File: src/utf8cd_pkg.sv
// Shared types and constants for the UTF-8 codepoint decoder.
// No dependencies; imported by every module of the decoder.
package utf8cd_pkg;

    localparam int BYTE_W        = 8;
    localparam int CP_W          = 21;
    localparam int CP_TDATA_W    = 24;
    localparam int REP_W         = 2;
    localparam int QUEUE_DEPTH_D = 4;

    localparam logic [CP_W-1:0] REPLACEMENT_CP = 21'h00FFFD;

    // One decoded byte's worth of output: rep replacement words,
    // then an optional tail word.
    typedef struct packed {
        logic [REP_W-1:0] rep;
        logic             has_tail;
        logic [CP_W-1:0]  tail_cp;
        logic             fin;
    } t_job;

endpackage

File: src/utf8cd_front.sv
// Front part of the decoder: accepts bytes, tracks the pending sequence
// and turns each byte into a job for the queue. Depends on utf8cd_pkg.
module utf8cd_front
    import utf8cd_pkg::*;
(
    input  logic              i_clk,
    input  logic              i_rst_n,
    input  logic              i_valid,
    output logic              o_ready,
    input  logic [BYTE_W-1:0] i_byte,
    input  logic              i_fin,
    input  logic              i_full,
    output logic              o_push,
    output t_job              o_job
);

    logic [CP_W-1:0]  r_partial, n_partial;
    logic [1:0]       r_needed,  n_needed;
    logic [1:0]       r_held,    n_held;

    logic             accept;
    logic             cont;
    logic [CP_W-1:0]  shifted;
    logic [1:0]       need_dec;
    logic [1:0]       held_inc;
    t_job             job;

    assign o_ready  = !i_full;
    assign accept   = i_valid && !i_full;
    assign cont     = (i_byte[7:6] == 2'b10);
    assign shifted  = {r_partial[CP_W-7:0], i_byte[5:0]};
    assign need_dec = r_needed - 2'd1;
    assign held_inc = r_held + 2'd1;

    always_comb begin
        n_partial    = r_partial;
        n_needed     = r_needed;
        n_held       = r_held;
        job.rep      = '0;
        job.has_tail = 1'b0;
        job.tail_cp  = REPLACEMENT_CP;
        job.fin      = i_fin;
        if (r_needed != 2'd0 && cont) begin
            // continuation taken into the pending sequence
            if (need_dec == 2'd0) begin
                job.has_tail = (shifted != '0);
                job.tail_cp  = shifted;
                n_partial    = '0;
                n_needed     = 2'd0;
                n_held       = 2'd0;
            end else if (i_fin) begin
                job.rep   = held_inc + 2'd1;
                n_partial = '0;
                n_needed  = 2'd0;
                n_held    = 2'd0;
            end else begin
                n_partial = shifted;
                n_needed  = need_dec;
                n_held    = held_inc;
            end
        end else begin
            // drop a broken sequence, then handle the byte afresh
            if (r_needed != 2'd0) begin
                job.rep = r_held + 2'd1;
            end
            n_partial = '0;
            n_needed  = 2'd0;
            n_held    = 2'd0;
            if (i_byte[7] == 1'b0) begin
                job.has_tail = (i_byte != '0);
                job.tail_cp  = {{(CP_W-BYTE_W){1'b0}}, i_byte};
            end else if (i_byte[7:5] == 3'b110 || i_byte[7:4] == 4'b1110
                         || i_byte[7:3] == 5'b11110) begin
                if (i_fin) begin
                    job.has_tail = 1'b1;
                end else if (i_byte[5] == 1'b0) begin
                    n_partial = {{(CP_W-5){1'b0}}, i_byte[4:0]};
                    n_needed  = 2'd1;
                end else if (i_byte[4] == 1'b0) begin
                    n_partial = {{(CP_W-4){1'b0}}, i_byte[3:0]};
                    n_needed  = 2'd2;
                end else begin
                    n_partial = {{(CP_W-3){1'b0}}, i_byte[2:0]};
                    n_needed  = 2'd3;
                end
            end else begin
                // stray continuation or invalid lead
                job.has_tail = 1'b1;
            end
        end
    end

    always_ff @(posedge i_clk) begin
        if (!i_rst_n) begin
            r_partial <= '0;
            r_needed  <= 2'd0;
            r_held    <= 2'd0;
        end else if (accept) begin
            r_partial <= n_partial;
            r_needed  <= n_needed;
            r_held    <= n_held;
        end
    end

    assign o_push = accept && (job.rep != '0 || job.has_tail);
    assign o_job  = job;

endmodule

File: src/utf8cd_queue.sv
// Short job queue between the decoder's front and back parts.
// Depends on utf8cd_pkg for the job type.
module utf8cd_queue
    import utf8cd_pkg::*;
#(
    parameter int DEPTH = QUEUE_DEPTH_D
) (
    input  logic i_clk,
    input  logic i_rst_n,
    input  logic i_push,
    input  t_job i_job,
    input  logic i_pop,
    output logic o_full,
    output logic o_valid,
    output t_job o_head
);

    localparam int PTR_W = $clog2(DEPTH);
    localparam int CNT_W = $clog2(DEPTH + 1);
    localparam logic [PTR_W-1:0] LAST_PTR = PTR_W'(DEPTH - 1);
    localparam logic [CNT_W-1:0] FULL_CNT = CNT_W'(DEPTH);

    t_job             r_mem [DEPTH];
    logic [PTR_W-1:0] r_wr, r_rd;
    logic [CNT_W-1:0] r_cnt;

    assign o_full  = (r_cnt == FULL_CNT);
    assign o_valid = (r_cnt != '0);
    assign o_head  = r_mem[r_rd];

    always_ff @(posedge i_clk) begin
        if (i_push) begin
            r_mem[r_wr] <= i_job;
        end
    end

    always_ff @(posedge i_clk) begin
        if (!i_rst_n) begin
            r_wr  <= '0;
            r_rd  <= '0;
            r_cnt <= '0;
        end else begin
            if (i_push) begin
                r_wr <= (r_wr == LAST_PTR) ? '0 : r_wr + 1'b1;
            end
            if (i_pop) begin
                r_rd <= (r_rd == LAST_PTR) ? '0 : r_rd + 1'b1;
            end
            if (i_push && !i_pop) begin
                r_cnt <= r_cnt + 1'b1;
            end else if (!i_push && i_pop) begin
                r_cnt <= r_cnt - 1'b1;
            end
        end
    end

endmodule

File: src/utf8cd_back.sv
// Back part of the decoder: expands the head job into output words and
// holds them in the output register. Depends on utf8cd_pkg.
module utf8cd_back
    import utf8cd_pkg::*;
(
    input  logic            i_clk,
    input  logic            i_rst_n,
    input  logic            i_valid,
    input  t_job            i_head,
    output logic            o_pop,
    output logic            o_valid,
    input  logic            i_ready,
    output logic [CP_W-1:0] o_cp,
    output logic            o_last,
    output logic            o_done
);

    logic [1:0]      r_idx;
    logic            r_valid;
    logic [CP_W-1:0] r_cp;
    logic            r_last;
    logic            r_done;

    logic            load;
    logic [2:0]      total;
    logic [2:0]      idx_next;
    logic            is_last;
    logic [CP_W-1:0] cur_cp;

    assign load     = i_valid && (!r_valid || i_ready);
    assign total    = {1'b0, i_head.rep} + {2'b00, i_head.has_tail};
    assign idx_next = {1'b0, r_idx} + 3'd1;
    assign is_last  = (idx_next == total);
    assign cur_cp   = (r_idx < i_head.rep) ? REPLACEMENT_CP : i_head.tail_cp;
    assign o_pop    = load && is_last;

    always_ff @(posedge i_clk) begin
        if (!i_rst_n) begin
            r_idx   <= 2'd0;
            r_valid <= 1'b0;
        end else begin
            if (load) begin
                r_idx   <= is_last ? 2'd0 : idx_next[1:0];
                r_valid <= 1'b1;
            end else if (i_ready) begin
                r_valid <= 1'b0;
            end
        end
    end

    always_ff @(posedge i_clk) begin
        if (load) begin
            r_cp   <= cur_cp;
            r_last <= is_last;
            r_done <= i_head.fin;
        end
    end

    assign o_valid = r_valid;
    assign o_cp    = r_cp;
    assign o_last  = r_last;
    assign o_done  = r_done;

endmodule

File: src/utf8_codepoint_decoder_top.sv
// UTF-8 codepoint decoder, top level. An accepted byte's job is registered in
// the job queue, then its words leave one at a time from the back part's output register.
// Throughput: one byte per cycle in while the queue is not full; one word per cycle
// out while m_axis_tready is high, so a byte that expands into more than one word holds
// the back part until its last word is taken, the job queue (QUEUE_DEPTH entries) absorbing the difference.
// Reset (i_rst_n low, synchronous) clears the pending sequence, queue and output.
module utf8_codepoint_decoder_top
    import utf8cd_pkg::*;
#(
    parameter int QUEUE_DEPTH = QUEUE_DEPTH_D
) (
    input  logic                  i_clk,
    input  logic                  i_rst_n,
    input  logic                  s_axis_tvalid,
    output logic                  s_axis_tready,
    input  logic [BYTE_W-1:0]     s_axis_tdata,   // [7:0] text_byte
    input  logic                  s_axis_tlast,   // final_byte
    output logic                  m_axis_tvalid,
    input  logic                  m_axis_tready,
    output logic [CP_TDATA_W-1:0] m_axis_tdata,   // [20:0] codepoint, [23:21] zero
    output logic                  m_axis_tlast,   // last_of_run
    output logic                  m_axis_tuser    // text_done
);

    logic            push;
    t_job            job;
    logic            q_full;
    logic            q_valid;
    t_job            q_head;
    logic            pop;
    logic [CP_W-1:0] out_cp;

    // Front: classify each byte against the pending sequence, emit at most one job.
    utf8cd_front u_front (
        .i_clk   (i_clk),
        .i_rst_n (i_rst_n),
        .i_valid (s_axis_tvalid),
        .o_ready (s_axis_tready),
        .i_byte  (s_axis_tdata),
        .i_fin   (s_axis_tlast),
        .i_full  (q_full),
        .o_push  (push),
        .o_job   (job)
    );

    // Queue: decouple byte intake from word delivery.
    utf8cd_queue #(
        .DEPTH (QUEUE_DEPTH)
    ) u_queue (
        .i_clk   (i_clk),
        .i_rst_n (i_rst_n),
        .i_push  (push),
        .i_job   (job),
        .i_pop   (pop),
        .o_full  (q_full),
        .o_valid (q_valid),
        .o_head  (q_head)
    );

    // Back: expand the head job into replacement words and the tail word.
    utf8cd_back u_back (
        .i_clk   (i_clk),
        .i_rst_n (i_rst_n),
        .i_valid (q_valid),
        .i_head  (q_head),
        .o_pop   (pop),
        .o_valid (m_axis_tvalid),
        .i_ready (m_axis_tready),
        .o_cp    (out_cp),
        .o_last  (m_axis_tlast),
        .o_done  (m_axis_tuser)
    );

    // Pad the codepoint with zeros up to whole bytes.
    assign m_axis_tdata = {{(CP_TDATA_W-CP_W){1'b0}}, out_cp};

endmodule

File: config.mk
export PLATFORM = sky130hd
export DESIGN_NAME = utf8_codepoint_decoder_top
export DESIGN_NICKNAME = d
export VERILOG_FILES = /design/src/utf8cd_pkg.sv /design/src/utf8cd_front.sv /design/src/utf8cd_queue.sv /design/src/utf8cd_back.sv /design/src/utf8_codepoint_decoder_top.sv
export SDC_FILE = /design/constraint.sdc
export NUM_CORES = 1
export LEC_CHECK = 0
export ABC_AREA = 1
export BUFFER_PORTS_ARGS = -buffer_cell sky130_fd_sc_hd__buf_2
export CAP_MARGIN = 20
export CORE_MARGIN = 2
export CORE_UTILIZATION = 55
export DETAILED_ROUTE_END_ITERATION = 8
export GPL_TIMING_DRIVEN = 0
export PLACE_DENSITY_LB_ADDON = 0.08
export SYNTH_ARGS = -nofsm -noshare
export SYNTH_HDL_FRONTEND = slang
export SYNTH_SLANG_ARGS = --single-unit
File: constraint.sdc
create_clock -name i_clk -period 5.4 [get_ports i_clk]
set_input_delay 1.08 -clock i_clk [delete_from_list [all_inputs] [get_ports i_clk]]
set_output_delay 1.08 -clock i_clk [all_outputs]
set_load 0.05 [all_outputs]
* Word-level counts from Yosys, hierarchy flattened
Memories as Yosys holds them, arrays and structs flattened. A register that Yosys moved wholly into a read port is not among the register bits.
Index checks and enable logic that the tools add are counted.
** Operators by class
- Add/subtract/negate cells :: 9
- $mul :: 0
- Divide/modulo/power cells :: 0
- $lt $le $gt $ge :: 1
- Equal/unequal tests :: 8
- Shift-type cells :: 0
- Multiplexer cells :: 39
- Bitwise operators :: 0
- Reduce and logical (&&, ||, !) cells :: 23
** Operator list (number)
- two-way mux 15 bit :: 7
- two-way mux 2 bit :: 18
- two-way mux 24 bit :: 1
- two-way mux 22 bit :: 1
- nonzero test 21 bit :: 1
- two-way mux 16 bit :: 1
- adder 2 x 1 -> 2 bit, second input constant :: 4
- two-way mux 1 bit :: 8
- nonzero test 2 bit :: 4
- nonzero test 8 bit :: 1
- logical AND 1 bit :: 7
- equality test 2 bit, second input constant :: 3
- equality test 3 bit, second input constant :: 2
- two-way mux 3 bit :: 2
- equality test 5 bit, second input constant :: 1
- equality test 4 bit, second input constant :: 1
- zero test 1 bit :: 4
- logical OR 1 bit :: 4
- two-way mux 4 bit :: 1
- adder 2 x 1 -> 3 bit :: 1
- adder 2 x 1 -> 3 bit, second input constant :: 1
- adder 3 x 1 -> 3 bit, second input constant :: 1
- equality test 3 bit :: 1
- nonzero test 3 bit :: 1
- other kinds (4) :: 4
** Word-level totals
- Register bits :: 52
- Latch bits :: 0
- Memory bits (writable) :: 100
- Bits in read-only memories :: 0
- Input bits :: 13
- Output and inout bits :: 28
- Memories :: 1
** Memory list
- u_queue.r_mem :: depth 4, bits a word 25, rd ports 1, clocked after memory_dff 1, write ports 1, line utf8cd_queue.sv:23 : t_job r_mem [DEPTH];

* Logic depth before layout (Yosys ltp)
- Word-level depth :: 13
- Gate-level depth with buffers :: 18
- Mapped depth without buffers :: 17

* By module
From an unflattened synthesis, not the netlist that was laid out.
** Second synthesis, totals
- Cells, all modules :: 595
- Area, all modules :: 6488.7 sq um
** Modules (own cells, without submodules)
- utf8cd_queue :: instances 1, cells an instance 302, area an instance 4169.0 sq um, sequential area each 3183.1 sq um
- utf8cd_front :: instances 1, cells an instance 197, area an instance 1187.4 sq um, sequential area each 380.4 sq um
- utf8cd_back :: instances 1, cells an instance 92, area an instance 1106.1 sq um, sequential area each 750.7 sq um
- utf8_codepoint_decoder_top :: instances 1, cells an instance 4, area an instance 26.3 sq um, sequential area each 0.0 sq um

* Worst setup path before layout
Ideal clock, no wire load.
- Kind :: in2reg
- Start :: in s_axis_tdata[7]
- End :: mem u_queue.r_mem[0][0] (netlist name), enable pin
- Library setup time :: 407 ps
- Data arrival time :: 2973 ps
- Path slack :: 2020 ps
- Stages :: 9
- Buffers on the path :: 1
- Path through :: buf_6 > nand2_4 > nor2_8 > nand2_4 > o21ai_2 > nor2_2 > nand2_4 > nand2_4 > nor2_1
** RTL lines
- start: declaration :: line utf8_codepoint_decoder_top.sv:16 : input logic [BYTE_W-1:0] s_axis_tdata,
- end: declaration :: line utf8cd_queue.sv:23

==> impl_metrics.csv <==
group,metric,value,unit
status,run_status,"finished, final reports clean",
setup_path,reg2reg_setup_slack,1.68,ns
route,totalWireLength,13940,um
logic_synthesis,ys_ff_latch,154,
finish,fillerInstances,873,
route,post_drt_via_cell_ratio,5.538,
logic_synthesis,netlist.top_cell.by_area,"sky130_fd_sc_hd__edfxtp_1",
global_routing,grt_max_degree,26,
floorplan,dieWidth,112.4,um
route,ant_nets,0,
clock_network,total_number_of_h_tree_levels,4,
timing,slew_headroom,39.69,%
logic_synthesis,synthesized_area_fraction_occupied_by_ao_oa_aoi_and_oai_cells,11.93,%
global_routing,overall_routing_resource_usage,23.74,%
clock_network,clock_path_buffers,2,
setup_path,timing_worst_setup_path_type,"flip-flop to flip-flop",
clock_network,cts_buffers,17,
finish,multiInputGateArea,1851,sq um
clock_network,clk_pin_slew_worst_paths,0.06,ns
route,detail_route.iter0.violations,272,
setup_path,cp_max_fo,10,
logic_synthesis,post_synth_top_flop,"sky130_fd_sc_hd__edfxtp_1",
finish,areaGrowthSynthToFinish,16.46,%
global_routing,grt_first_pass_wirelength,22250,um
logic_synthesis,netlist_area,6462,sq um
finish,sequential_cell_area_in_the_final_layout,4314,sq um
setup_path,required_time_at_the_worst_slack_endpoint,5.71,ns
logic_synthesis,synthesis.instances,561,
floorplan,die_h,112.4,um
floorplan,core.rowCount,39,
finish,final_layout_size_suffix_gt1_share,16.77,%
timing,max_freq,0.2688,GHz
setup_path,worstSetupEndpointType,"flip-flop",
timing,finalWorstPathRequiredPeriod,3.720,ns
timing,post-route-worst-setup-slack,1.680,ns
clock_network,cts_hold_buffers,0,
timing,number_of_setup_violations_in_the_final_report,0,
timing,hold_viol,0,
logic_synthesis,synthArstFlopShare,0,%
route,wl_per_cell,17.98,um
timing,final.setup_skew,0.006174,ns
clock_network,cts-resized-gates,0,
setup_path,slowest_stage,"sky130_fd_sc_hd__clkbuf_1",
global_routing,grt_pass1_vias,4287,
setup_path,timing.rr.end,"u_queue.r_cnt[2]$_SDFFE_PN0P_",
global_routing,grt_overflow,0,
min_path,hold_class,"flip-flop to flip-flop",
min_path,timing.hold.worst_endpoint,"u_front.r_partial[12]$_SDFFE_PN0P_",
clock_network,tritoncts,"yes",
timing,timing_worst_slew_pin_value,0.9025,ns
floorplan,effective_utilization_at_floorplan,56.60,%
floorplan,placeableCoreArea,11420,sq um
logic_synthesis,synth_cell_types,42,
setup_path,critPathArrivalTime,4.03,ns
setup_path,critical-path-max-stage-delay,0.47,ns
route,drt_pre_antenna_iters,5,
min_path,worst_hold_startpoint,"u_front.r_partial[12]$_SDFFE_PN0P_",
setup_path,critPathLaunchType,"flip-flop",
logic_synthesis,synth_sequential_area_ratio,66.76,%
timing,grt_setup_unrepaired,"false",
setup_path,timing.critical_path.depth,17,
logic_synthesis,multiplexer_share_of_the_synthesized_area,0,%
logic_synthesis,largest_family_of_logic_cells_by_synthesized_area,"simple AND/OR/NAND/NOR gates",
clock_network,insertion_delay,0.42,ns
run,maxCapViolations,0,
logic_synthesis,synth_fa_ha_area_share,2.633,%
logic_synthesis,synth_area_per_cell,11.52,sq um
route,post-route-drc-count,0,
global_routing,antenna_violations_before_repair,0,
floorplan,fp.dieArea,12630,sq um
timing,report.final.slew_viol_count,0,
logic_synthesis,synth_xor_area_share,0.6776,%
finish,layout.nets,645,
power,static_leak,0.002766,uW
timing,setup_tns,0,ns
route,vias,4292,
placement,routabilityCongestion,0.8860,
clock_network,postCtsSetupRepairBufs,0,
logic_synthesis,yosysWarningCount,0,
placement,io_buffer_count,36,
timing,final.period_utilization,68.90,%
setup_path,path_cells,"buf_2, clkbuf_1, o21ai_0, o22ai_1, ha_1, ha_1, xnor2_1, nand3_1, inv_1, nand2_1, ha_1, inv_1, fa_1, a21oi_1, o21ai_0, o21ai_0, a21oi_1",
placement,post-dp-hpwl,9043,um
clock_network,ctsRootBufferMaster,"sky130_fd_sc_hd__clkbuf_16",
placement,dp_slack,1.679,ns
setup_path,path_delay_family,"adder cells",
logic_synthesis,post_synth_and_or_nand_nor_area_fraction,12.62,%
floorplan,io_pins,41,
clock_network,cts.sinks,154,
setup_path,cp_bufs_invs,4,
finish,diodes,0,
min_path,worstHoldPathCells,2,
setup_path,r2r_cells,17,
power,vdd_drop_max,0.4028,mV
logic_synthesis,synth_top_cells_by_area,"sky130_fd_sc_hd__edfxtp_1, sky130_fd_sc_hd__dfxtp_1, sky130_fd_sc_hd__nor2_1",
logic_synthesis,synth_edf_count,123,
power,power_density,550.4,nW/um^2
logic_synthesis,yosysTopAreaCellShare,57.15,%
## through the flow
stage	area [sq um]	utilization (%)	power (uW)	std cells	hold WS [ns]
5_1_grt	7526	65.91	4337	775	0.4821
4_1_cts	7526	65.91	4175	775	0.4661
3_3_place_gp	6829	59.81	2856	742	0.4558
6_report	7526	65.91	4142	775	0.4659
2_1_floorplan	6470	-	2541	563	0.4390
3_5_place_dp	6895	60.39	2924	743	0.4567
## layout make-up
| class | instances | area share, % |
|---|---|---|
| Multi-Input combinational cell | 331 | 24.59 |
| Inverter | 52 | 2.594 |
| Buffer | 26 | 1.978 |
| Clock inverter | 8 | 1.845 |
| Tap cell | 143 | 2.377 |
| Clock buffer | 24 | 6.534 |
| Sequential cell | 154 | 57.32 |
| Timing Repair Buffer | 37 | 2.760 |
## layout by cell type (no fill, tap or decap), types with 4 or more instances in the layout
cell,synthesis,final
sky130_fd_sc_hd__clkbuf_1,13,16
sky130_fd_sc_hd__dfxtp_1,31,31
sky130_fd_sc_hd__a21oi_1,27,27
sky130_fd_sc_hd__inv_1,48,48
sky130_fd_sc_hd__clkbuf_16,0,17
sky130_fd_sc_hd__ha_1,12,12
sky130_fd_sc_hd__nor2_1,84,80
sky130_fd_sc_hd__o221ai_1,15,15
sky130_fd_sc_hd__bufinv_16,0,4
sky130_fd_sc_hd__buf_4,4,4
sky130_fd_sc_hd__nor2_4,0,4
sky130_fd_sc_hd__clkbuf_8,0,4
sky130_fd_sc_hd__nand2_1,67,67
sky130_fd_sc_hd__nand3_1,15,15
sky130_fd_sc_hd__buf_6,4,4
sky130_fd_sc_hd__nand2_4,4,4
sky130_fd_sc_hd__buf_2,5,41
sky130_fd_sc_hd__o21ai_0,61,61
sky130_fd_sc_hd__inv_2,4,4
sky130_fd_sc_hd__edfxtp_1,123,123
sky130_fd_sc_hd__a22oi_1,7,7
## synthesized netlist by cell type, types with 5 or more instances
| library cell | n |
|---|---|
| sky130_fd_sc_hd__nand3_1 | 15 |
| sky130_fd_sc_hd__o221ai_1 | 15 |
| sky130_fd_sc_hd__nor2_1 | 84 |
| sky130_fd_sc_hd__dfxtp_1 | 31 |
| sky130_fd_sc_hd__ha_1 | 12 |
| sky130_fd_sc_hd__o21ai_0 | 61 |
| sky130_fd_sc_hd__clkbuf_1 | 13 |
| sky130_fd_sc_hd__inv_1 | 48 |
| sky130_fd_sc_hd__nand2_1 | 67 |
| sky130_fd_sc_hd__edfxtp_1 | 123 |
| sky130_fd_sc_hd__buf_2 | 5 |
| sky130_fd_sc_hd__a21oi_1 | 27 |
| sky130_fd_sc_hd__a22oi_1 | 7 |
## metal layers
layer	up-vias	global-route usage (%)	part of all wire (%)
met5	-	0	0
met4	0	11.14	1.9
met3	24	5.454	5.8
met2	149	38.19	49
met1	2038	30.93	44
li1	2081	-	-
## power by group
group          switching [uW]  internal (uW)
sequential               62.2           1550
clock                     432            818
combinational             939            344
total                    1430           2710
## sequential cells by signal, summed over array words and instances, names as in the netlist, 2 cells and up, named ones only
| register | flops |
|---|---|
| u_queue.r_wr | 2 |
| u_front.r_partial | 15 |
| u_queue.r_rd | 2 |
| u_queue.r_mem | 100 |
| u_back.r_idx | 2 |
| u_queue.r_cnt | 3 |
| u_front.r_needed | 2 |
| u_front.r_held | 2 |
| u_back.o_cp | 21 |
## kinds of logic after synthesis
group,after synthesis
buffers and inverters,78
AO/OA/AOI/OAI,126
adder cells (fa/ha/maj),13
other,1
flip-flops,154
AND/OR/NAND/NOR,184
XOR/XNOR,5
## worst min-delay path: cells and delay by family, from the launching register on
family | cells | cell delay (ns)
flops | 1 | 0.31
simple gates | 1 | 0.06
compound gates | 1 | 0.05
## how the worst max path moves through the flow
stage	startpoint	end	slack (ns)
floorplan	s_axis_tdata[7]	u_queue.r_mem[0][0]$_DFFE_PP_	2.02
global placement	s_axis_tdata[6]	u_queue.r_mem[1][8]$_DFFE_PP_	0.75
detailed placement	flip-flop	u_queue.r_cnt[2]$_SDFFE_PN0P_	1.68
CTS	flip-flop	u_queue.r_cnt[2]$_SDFFE_PN0P_	1.67
global route	flip-flop	u_queue.r_cnt[2]$_SDFFE_PN0P_	1.43
finish	flip-flop	u_queue.r_cnt[2]$_SDFFE_PN0P_	1.68
(Power assumes the default switching activity.)
